<file path="src/rtl/hbw_pkg.sv">
// Heartbeat watchdog package: shared constants, codes and structs.
// No dependencies; used by every file in rtl.
package hbw_pkg;

    localparam int CHANNEL_COUNT_DEF = 4;

    localparam int TIMEOUT_W = 20;
    localparam int PERIOD_W  = 16;
    localparam int TIME_W    = 32;
    localparam int COUNT_W   = 32;
    localparam int CFG_IDX_W = 2;

    localparam logic [TIMEOUT_W-1:0] TIMEOUT_RESET = TIMEOUT_W'(5000);
    localparam logic [PERIOD_W-1:0]  PERIOD_RESET  = PERIOD_W'(1000);

    localparam logic [CFG_IDX_W-1:0] CFG_TIMEOUT = 2'd0;
    localparam logic [CFG_IDX_W-1:0] CFG_PERIOD  = 2'd1;

    localparam logic [1:0] OP_TICK  = 2'd0;
    localparam logic [1:0] OP_BEAT  = 2'd1;
    localparam logic [1:0] OP_FAULT = 2'd2;
    localparam logic [1:0] OP_CLEAR = 2'd3;

    localparam logic [1:0] KIND_NONE  = 2'd0;
    localparam logic [1:0] KIND_FAULT = 2'd1;
    localparam logic [1:0] KIND_STALL = 2'd2;

    typedef struct packed {
        logic [TIMEOUT_W-1:0] timeout;
        logic [PERIOD_W-1:0]  period;
    } cfg_t;

    typedef struct packed {
        logic               request;
        logic [1:0]         kind;
        logic [7:0]         value;
        logic [COUNT_W-1:0] total;
    } res_t;

endpackage

</file>
<file path="src/rtl/multi_channel_heartbeat_watchdog.sv">
// Multi-channel heartbeat watchdog top level: configuration registers,
// output register, sequencer and beat memory. Depends on hbw_pkg, hbw_core, hbw_beat_mem.
//
//   Channel   Signals                    Contents
//   input     s_tvalid/s_tready          tuser: operation; tdata: channel, fault_code
//   output    m_tvalid/m_tready          tuser: reset_request, cause_kind;
//                                        tdata: cause_value, reset_total
//   config    cfg_we/cfg_index/cfg_wdata 0 timeout_ticks, 1 check_period
//
// Beat, fault and clear transactions and a tick without a scan go from idle straight
// to the done state; a scanning tick does one memory read and one age compare per
// channel, stopping at the first stale one. One transaction is in the sequencer at a time.
// The output register lets the next transaction start while a result waits.
// Reset is asynchronous and needs no clearing pass; seen bits clear at once.
module multi_channel_heartbeat_watchdog #(
    parameter int CHANNEL_COUNT = hbw_pkg::CHANNEL_COUNT_DEF
) (
    input  logic                          clk,
    input  logic                          rst_n,
    input  logic                          s_tvalid,
    output logic                          s_tready,
    input  logic [15:0]                   s_tdata,   // channel[7:0], fault_code[15:8]
    input  logic [1:0]                    s_tuser,   // operation[1:0]
    output logic                          m_tvalid,
    input  logic                          m_tready,
    output logic [39:0]                   m_tdata,   // cause_value[7:0], reset_total[39:8]
    output logic [2:0]                    m_tuser,   // reset_request[0], cause_kind[2:1]
    input  logic                          cfg_we,
    input  logic [hbw_pkg::CFG_IDX_W-1:0] cfg_index,
    input  logic [hbw_pkg::TIMEOUT_W-1:0] cfg_wdata
);

    localparam int AW = (CHANNEL_COUNT > 1) ? $clog2(CHANNEL_COUNT) : 1;

    hbw_pkg::cfg_t              cfg_reg;
    hbw_pkg::res_t              res;
    hbw_pkg::res_t              out_reg;
    logic                       out_valid_reg;
    logic                       res_valid;
    logic                       res_ready;
    logic                       mem_we;
    logic [AW-1:0]              mem_waddr;
    logic [hbw_pkg::TIME_W-1:0] mem_wdata;
    logic [AW-1:0]              mem_raddr;
    logic [hbw_pkg::TIME_W-1:0] mem_rdata;

    always_ff @(posedge clk or negedge rst_n)
    begin
        if (!rst_n)
        begin
            cfg_reg.timeout <= hbw_pkg::TIMEOUT_RESET;
            cfg_reg.period  <= hbw_pkg::PERIOD_RESET;
        end
        else if (cfg_we)
        begin
            case (cfg_index)
                hbw_pkg::CFG_TIMEOUT: cfg_reg.timeout <= cfg_wdata;
                hbw_pkg::CFG_PERIOD:  cfg_reg.period  <= cfg_wdata[hbw_pkg::PERIOD_W-1:0];
                default: ;
            endcase
        end
    end

    assign res_ready = !out_valid_reg || m_tready;

    always_ff @(posedge clk or negedge rst_n)
    begin
        if (!rst_n)
        begin
            out_valid_reg <= 1'b0;
        end
        else if (res_ready)
        begin
            out_valid_reg <= res_valid;
        end
    end

    always_ff @(posedge clk)
    begin
        if (res_ready && res_valid)
        begin
            out_reg <= res;
        end
    end

    assign m_tvalid = out_valid_reg;
    assign m_tdata  = {out_reg.total, out_reg.value};
    assign m_tuser  = {out_reg.kind, out_reg.request};

    hbw_core #(
        .CHANNEL_COUNT(CHANNEL_COUNT)
    ) u_core (
        .clk       (clk),
        .rst_n     (rst_n),
        .cfg       (cfg_reg),
        .in_valid  (s_tvalid),
        .in_ready  (s_tready),
        .in_op     (s_tuser),
        .in_channel(s_tdata[7:0]),
        .in_code   (s_tdata[15:8]),
        .mem_we    (mem_we),
        .mem_waddr (mem_waddr),
        .mem_wdata (mem_wdata),
        .mem_raddr (mem_raddr),
        .mem_rdata (mem_rdata),
        .res_valid (res_valid),
        .res_ready (res_ready),
        .res       (res)
    );

    hbw_beat_mem #(
        .DEPTH(CHANNEL_COUNT)
    ) u_mem (
        .clk  (clk),
        .we   (mem_we),
        .waddr(mem_waddr),
        .wdata(mem_wdata),
        .raddr(mem_raddr),
        .rdata(mem_rdata)
    );

    // sequencer leaves idle on every accepted transaction
    a_busy_after_accept: assert property (@(posedge clk) disable iff (!rst_n)
        (s_tvalid && s_tready) |=> !s_tready)
        else $error("input accepted twice in a row");

    a_request_has_cause: assert property (@(posedge clk) disable iff (!rst_n)
        (m_tvalid && m_tuser[0]) |-> (m_tuser[2:1] != hbw_pkg::KIND_NONE))
        else $error("reset request without a latched cause");

    a_request_counted: assert property (@(posedge clk) disable iff (!rst_n)
        (m_tvalid && m_tuser[0]) |-> (m_tdata[39:8] != '0))
        else $error("reset request with zero reset total");

endmodule

</file>
<file path="src/rtl/hbw_beat_mem.sv">
// Beat timestamp memory: one write port, one read port, registered read data.
// Depends on hbw_pkg.
module hbw_beat_mem #(
    parameter int DEPTH = hbw_pkg::CHANNEL_COUNT_DEF,
    localparam int AW = (DEPTH > 1) ? $clog2(DEPTH) : 1
) (
    input  logic                      clk,
    input  logic                      we,
    input  logic [AW-1:0]             waddr,
    input  logic [hbw_pkg::TIME_W-1:0] wdata,
    input  logic [AW-1:0]             raddr,
    output logic [hbw_pkg::TIME_W-1:0] rdata
);

    logic [hbw_pkg::TIME_W-1:0] mem [DEPTH];
    logic [hbw_pkg::TIME_W-1:0] rdata_reg;

    always_ff @(posedge clk)
    begin
        if (we)
        begin
            mem[waddr] <= wdata;
        end
        rdata_reg <= mem[raddr];
    end

    assign rdata = rdata_reg;

endmodule

</file>
<file path="src/rtl/hbw_core.sv">
// Watchdog sequencer: tick time, scan countdown, seen bits, cause and count.
// Scans the beat memory one channel at a time, through a read and a compare state. Depends on hbw_pkg.
module hbw_core #(
    parameter int CHANNEL_COUNT = hbw_pkg::CHANNEL_COUNT_DEF,
    localparam int AW = (CHANNEL_COUNT > 1) ? $clog2(CHANNEL_COUNT) : 1
) (
    input  logic                       clk,
    input  logic                       rst_n,
    input  hbw_pkg::cfg_t              cfg,
    input  logic                       in_valid,
    output logic                       in_ready,
    input  logic [1:0]                 in_op,
    input  logic [7:0]                 in_channel,
    input  logic [7:0]                 in_code,
    output logic                       mem_we,
    output logic [AW-1:0]              mem_waddr,
    output logic [hbw_pkg::TIME_W-1:0] mem_wdata,
    output logic [AW-1:0]              mem_raddr,
    input  logic [hbw_pkg::TIME_W-1:0] mem_rdata,
    output logic                       res_valid,
    input  logic                       res_ready,
    output hbw_pkg::res_t              res
);

    typedef enum logic [1:0] {ST_IDLE, ST_READ, ST_CMP, ST_DONE} state_t;

    state_t                         state_reg, state_next;
    logic [hbw_pkg::TIME_W-1:0]     tick_reg, tick_next;
    logic [hbw_pkg::PERIOD_W-1:0]   cnt_reg, cnt_next;
    logic [CHANNEL_COUNT-1:0]       seen_reg, seen_next;
    logic [AW-1:0]                  idx_reg, idx_next;
    logic [hbw_pkg::COUNT_W-1:0]    total_reg, total_next;
    logic [1:0]                     kind_reg, kind_next;
    logic [7:0]                     value_reg, value_next;
    logic                           req_reg, req_next;

    logic                           accept;
    logic                           in_range;
    logic [hbw_pkg::TIME_W-1:0]     age;
    logic                           stale;
    logic [hbw_pkg::PERIOD_W-1:0]   period_eff;
    logic [hbw_pkg::COUNT_W-1:0]    total_inc;

    assign in_ready   = (state_reg == ST_IDLE);
    assign accept     = in_valid && in_ready;
    assign in_range   = ({1'b0, in_channel} < 9'(CHANNEL_COUNT));
    assign age        = tick_reg - mem_rdata;
    assign stale      = seen_reg[idx_reg]
                        && (age > {{(hbw_pkg::TIME_W-hbw_pkg::TIMEOUT_W){1'b0}}, cfg.timeout});
    assign period_eff = (cfg.period == '0) ? hbw_pkg::PERIOD_W'(1) : cfg.period;
    assign total_inc  = (total_reg == '1) ? total_reg : total_reg + 1'b1;

    assign mem_we    = accept && (in_op == hbw_pkg::OP_BEAT) && in_range;
    assign mem_waddr = in_channel[AW-1:0];
    assign mem_wdata = tick_reg;
    assign mem_raddr = idx_reg;

    assign res_valid     = (state_reg == ST_DONE);
    assign res.request   = req_reg;
    assign res.kind      = kind_reg;
    assign res.value     = value_reg;
    assign res.total     = total_reg;

    always_comb
    begin
        state_next = state_reg;
        tick_next  = tick_reg;
        cnt_next   = cnt_reg;
        seen_next  = seen_reg;
        idx_next   = idx_reg;
        total_next = total_reg;
        kind_next  = kind_reg;
        value_next = value_reg;
        req_next   = req_reg;
        case (state_reg)
            ST_IDLE:
            begin
                if (accept)
                begin
                    req_next   = 1'b0;
                    state_next = ST_DONE;
                    case (in_op)
                        hbw_pkg::OP_TICK:
                        begin
                            tick_next = tick_reg + 1'b1;
                            if (cnt_reg == '0)
                            begin
                                cnt_next   = period_eff - 1'b1;
                                idx_next   = '0;
                                state_next = ST_READ;
                            end
                            else
                            begin
                                cnt_next = cnt_reg - 1'b1;
                            end
                        end
                        hbw_pkg::OP_BEAT:
                        begin
                            if (in_range)
                            begin
                                seen_next[in_channel[AW-1:0]] = 1'b1;
                            end
                        end
                        hbw_pkg::OP_FAULT:
                        begin
                            req_next   = 1'b1;
                            total_next = total_inc;
                            kind_next  = hbw_pkg::KIND_FAULT;
                            value_next = in_code;
                            seen_next  = '0;
                        end
                        default:
                        begin
                            total_next = '0;
                            kind_next  = hbw_pkg::KIND_NONE;
                            value_next = '0;
                        end
                    endcase
                end
            end
            ST_READ:
            begin
                state_next = ST_CMP;
            end
            ST_CMP:
            begin
                if (stale)
                begin
                    req_next   = 1'b1;
                    total_next = total_inc;
                    kind_next  = hbw_pkg::KIND_STALL;
                    value_next = 8'(idx_reg);
                    seen_next  = '0;
                    state_next = ST_DONE;
                end
                else if (idx_reg == AW'(CHANNEL_COUNT - 1))
                begin
                    state_next = ST_DONE;
                end
                else
                begin
                    idx_next   = idx_reg + 1'b1;
                    state_next = ST_READ;
                end
            end
            ST_DONE:
            begin
                if (res_ready)
                begin
                    state_next = ST_IDLE;
                end
            end
            default:
            begin
                state_next = ST_IDLE;
            end
        endcase
    end

    always_ff @(posedge clk or negedge rst_n)
    begin
        if (!rst_n)
        begin
            state_reg <= ST_IDLE;
            tick_reg  <= '0;
            cnt_reg   <= '0;
            seen_reg  <= '0;
            idx_reg   <= '0;
            total_reg <= '0;
            kind_reg  <= hbw_pkg::KIND_NONE;
            value_reg <= '0;
            req_reg   <= 1'b0;
        end
        else
        begin
            state_reg <= state_next;
            tick_reg  <= tick_next;
            cnt_reg   <= cnt_next;
            seen_reg  <= seen_next;
            idx_reg   <= idx_next;
            total_reg <= total_next;
            kind_reg  <= kind_next;
            value_reg <= value_next;
            req_reg   <= req_next;
        end
    end

endmodule

</file>
<file path="config.mk">
export PLATFORM = sky130hd
export DESIGN_NAME = multi_channel_heartbeat_watchdog
export DESIGN_NICKNAME = d
export VERILOG_FILES = /design/src/rtl/hbw_pkg.sv /design/src/rtl/multi_channel_heartbeat_watchdog.sv /design/src/rtl/hbw_beat_mem.sv /design/src/rtl/hbw_core.sv
export SDC_FILE = /design/constraint.sdc
export NUM_CORES = 1
export LEC_CHECK = 0
export ABC_AREA = 1
export BUFFER_PORTS_ARGS = -buffer_cell sky130_fd_sc_hd__buf_4
export CELL_PAD_IN_SITES_DETAIL_PLACEMENT = 0
export CELL_PAD_IN_SITES_GLOBAL_PLACEMENT = 1
export CORE_MARGIN = 1.5
export CORE_UTILIZATION = 51
export CTS_CLUSTER_SIZE = 16
export DETAILED_ROUTE_END_ITERATION = 10
export PLACE_DENSITY = 0.9
export RECOVER_POWER = 100
export SETUP_SLACK_MARGIN = 0.15
export SLEW_MARGIN = 20
export SYNTH_ARGS = -nofsm -noshare
export SYNTH_HDL_FRONTEND = slang
export SYNTH_SLANG_ARGS = --single-unit
</file>
<file path="constraint.sdc">
create_clock -name clk -period 10.4 [get_ports clk]
set_input_delay 1.56 -clock clk [delete_from_list [all_inputs] [get_ports clk]]
set_output_delay 1.56 -clock clk [all_outputs]
set_load 0.03 [all_outputs]
</file>
==> impl_metrics.env <==
export IMPL_synth_edf_count=171
export IMPL_path_class="flip-flop to flip-flop"
export IMPL_fillers=2954
export IMPL_wl_met1_microns=18100
export IMPL_viasPerCell=5.29
export IMPL_synthesis_nets=1984
export IMPL_ios=90
export IMPL_critPathCaptureType="flip-flop"
export IMPL_r2r_cells=27
export IMPL_avgSynthCellArea_sq_um=8.98
export IMPL_clockBufferDepth=3
export IMPL_instances_no_fill=2438
export IMPL_fin_worst_skew_ps=15.5
export IMPL_r2r_slack_ps=4810
export IMPL_finalMaxSlewViolations=379
export IMPL_ant_nets=0
export IMPL_start_kind="flip-flop"
export IMPL_synthArstFlopShare=0.401
export IMPL_initial_core_util=0.519
export IMPL_die_w_microns=185
export IMPL_crit_path_end="u_core.total_reg[12]$_DFFE_PN0P_"
export IMPL_areaGrowthSynthToFinish_pct=12.2
export IMPL_wl_met3_microns=2130
export IMPL_ys_types=46
export IMPL_dpl_hpwl_microns=26600
export IMPL_wl_met2_microns=17800
export IMPL_grt_pass1_wl_microns=63900
export IMPL_final_area_sq_um=18900
export IMPL_top_layer="met4"
export IMPL_cts_sinks=339
export IMPL_ys_seq_elements=339
export IMPL_cpMostUsedCell="nand2_1"
export IMPL_synth_largest_area_cell="edfxtp_1"
export IMPL_rsz0062_at_grt="no"
export IMPL_clkTransAtPathRegs_ps=60
export IMPL_powerDensity_nw_per_um2=251
export IMPL_layout_drive_gt1_share=0.0661
export IMPL_grt_ovfl_total=0
export IMPL_outcome="complete, but fails checks"
export IMPL_violations="max-capacitance violations, max-slew violations"
export IMPL_power_total_mw=4.75
export IMPL_n_antenna_cell=0
export IMPL_drc=0
export IMPL_layout_common_cells="457 x nand2_1, 247 x inv_1, 180 x nor2_1, 171 x edfxtp_1, 152 x o21ai_0"
export IMPL_worst_hold_slack_ps=455
export IMPL_dp_slack_ps=6050
export IMPL_placed_area_sq_um=18000
export IMPL_fin_crit_ps=5590
export IMPL_cts_root_buffer="clkbuf_16"
export IMPL_dr_pass1_iters=6
export IMPL_gp_congestion=0.929
export IMPL_syn_area_sq_um=16900
export IMPL_port_buffers=89
export IMPL_setup_violations=0
export IMPL_max_freq_ghz=0.179
export IMPL_grtUsageTotal=0.237
export IMPL_cts_inserted_buffers=37
export IMPL_cts_tree="built"
export IMPL_die_y_microns=185
export IMPL_ys_top_cells_by_area="edfxtp_1 30%, dfrtp_1 19%, nand2_1 10%"
export IMPL_crit_path_start="u_core.mem_wdata[0]$_DFFE_PN0P_"
export IMPL_p_leak_nw=8.19
export IMPL_die_area_sq_um=34200
export IMPL_largest_register_ffs=128
export IMPL_drv_cap=9
export IMPL_worstPathMaxFanout=67
export IMPL_postCtsSetupRepairBufs=0
export IMPL_hold_viol=0
export IMPL_critPathMaxStageDelay_ps=1250
export IMPL_coreArea_sq_um=32500
export IMPL_drt_iter0_drc=877
export IMPL_post_cts_resized=0
export IMPL_hold_path_class="flip-flop to flip-flop"
export IMPL_fin_nets=2071
export IMPL_clkLatencyLatePin_ps=550
export IMPL_slew_limit_headroom=-2.04
export IMPL_fin_tns_setup_ps=0
export IMPL_tightestPinTransition_ps=4550
export IMPL_synth_ff_type="edfxtp_1"
export IMPL_grt_pass1_vias=12723
export IMPL_final_common_cell="nand2_1"
export IMPL_finalCritPeriodShare=0.537
export IMPL_crit_arrival_ps=5990
export IMPL_rows=66
export IMPL_cp_data_required_time_ps=10810
export IMPL_holdBufCountCts=0
export IMPL_synthCells=1880
export IMPL_rr_endpoint="u_core.total_reg[12]$_DFFE_PN0P_"
export IMPL_cts_htree_levels=2
export IMPL_dp_cells=2369
export IMPL_cp_top_family="simple AND/OR/NAND/NOR gates"
export IMPL_grt_max_degree=77
export IMPL_setup_ws_ps=4810
export IMPL_peakVddDrop_v=0.000153
export IMPL_path_buf_inv=2
export IMPL_final_util=0.582
export IMPL_path_depth=27
export IMPL_totalWireLength_microns=38800
export IMPL_antenna_found_initial=0
export IMPL_ys_warn_count=0
export IMPL_yosysTopAreaCellShare=0.304
export IMPL_wl_per_cell_microns=15.9
export IMPL_vias=12892
export IMPL_cpMaxStageDelayCell="nand2_1"
export IMPL_r2r_start="u_core.mem_wdata[0]$_DFFE_PN0P_"
export IMPL_synth_seq_area_share=0.544
==> logic make-up (layout without fill, tap and decap cells) <==
logic type      count (synthesis)  after routing  synth area share
compound gates                275            275            0.0919
xor+xnor                       88             88            0.0456
fa+ha+maj                      59             59            0.0442
flops                         339            339             0.544
buf+inv                       300            416            0.0688
simple gates                  819            819             0.205
==> how the worst min path moves through the flow <==
stage,startpoint,end,depth (start not counted)
floorplan,u_core.total_reg[16]$_DFFE_PN0P_,m_tdata[24]$_DFFE_PP_,0
global placement,u_core.total_reg[16]$_DFFE_PN0P_,m_tdata[24]$_DFFE_PP_,0
detailed placement,u_core.total_reg[16]$_DFFE_PN0P_,m_tdata[24]$_DFFE_PP_,0
CTS,u_core.total_reg[16]$_DFFE_PN0P_,m_tdata[24]$_DFFE_PP_,0
global route,u_core.total_reg[16]$_DFFE_PN0P_,m_tdata[24]$_DFFE_PP_,0
finish,u_core.total_reg[16]$_DFFE_PN0P_,m_tdata[24]$_DFFE_PP_,0
==> layer usage <==
layer  vias up  global-route usage
met5         -                   0
li1       6402                   -
met1      6115               0.329
met2       330               0.389
met4         0              0.0758
met3        45              0.0309
==> power breakdown <==
group	total, mW	internal, mW	switching (mW)	leakage, nW
logic	1.55	0.487	1.06	4.25
registers	1.87	1.71	0.162	3.32
clock network	1.33	0.806	0.528	0.623
total	4.75	3.00	1.75	8.19
==> cells in the mapped netlist, drive strengths merged, types with 17 or more instances <==
| master | number |
|---|---|
| a21oi | 44 |
| a22oi | 29 |
| clkbuf | 44 |
| dfrtp | 125 |
| dfxtp | 32 |
| edfxtp | 171 |
| ha | 58 |
| inv | 247 |
| nand2 | 461 |
| nand3 | 76 |
| nand4 | 29 |
| nor2 | 185 |
| nor3 | 35 |
| nor4 | 17 |
| o21ai | 152 |
| o22ai | 33 |
| xnor2 | 18 |
| xor2 | 70 |
==> cell type report <==
class / instances / area [sq um] / share of cell area
Clock inverter: 23 / 224 / 0.0118
Tap cell: 442 / 553 / 0.0292
Timing Repair Buffer: 100 / 548 / 0.0289
Inverter: 248 / 931 / 0.0491
Sequential cell: 339 / 9190 / 0.485
Clock buffer: 45 / 1030 / 0.0543
Multi-Input combinational cell: 1241 / 6460 / 0.341
Power figures use the tool's default switching activity.
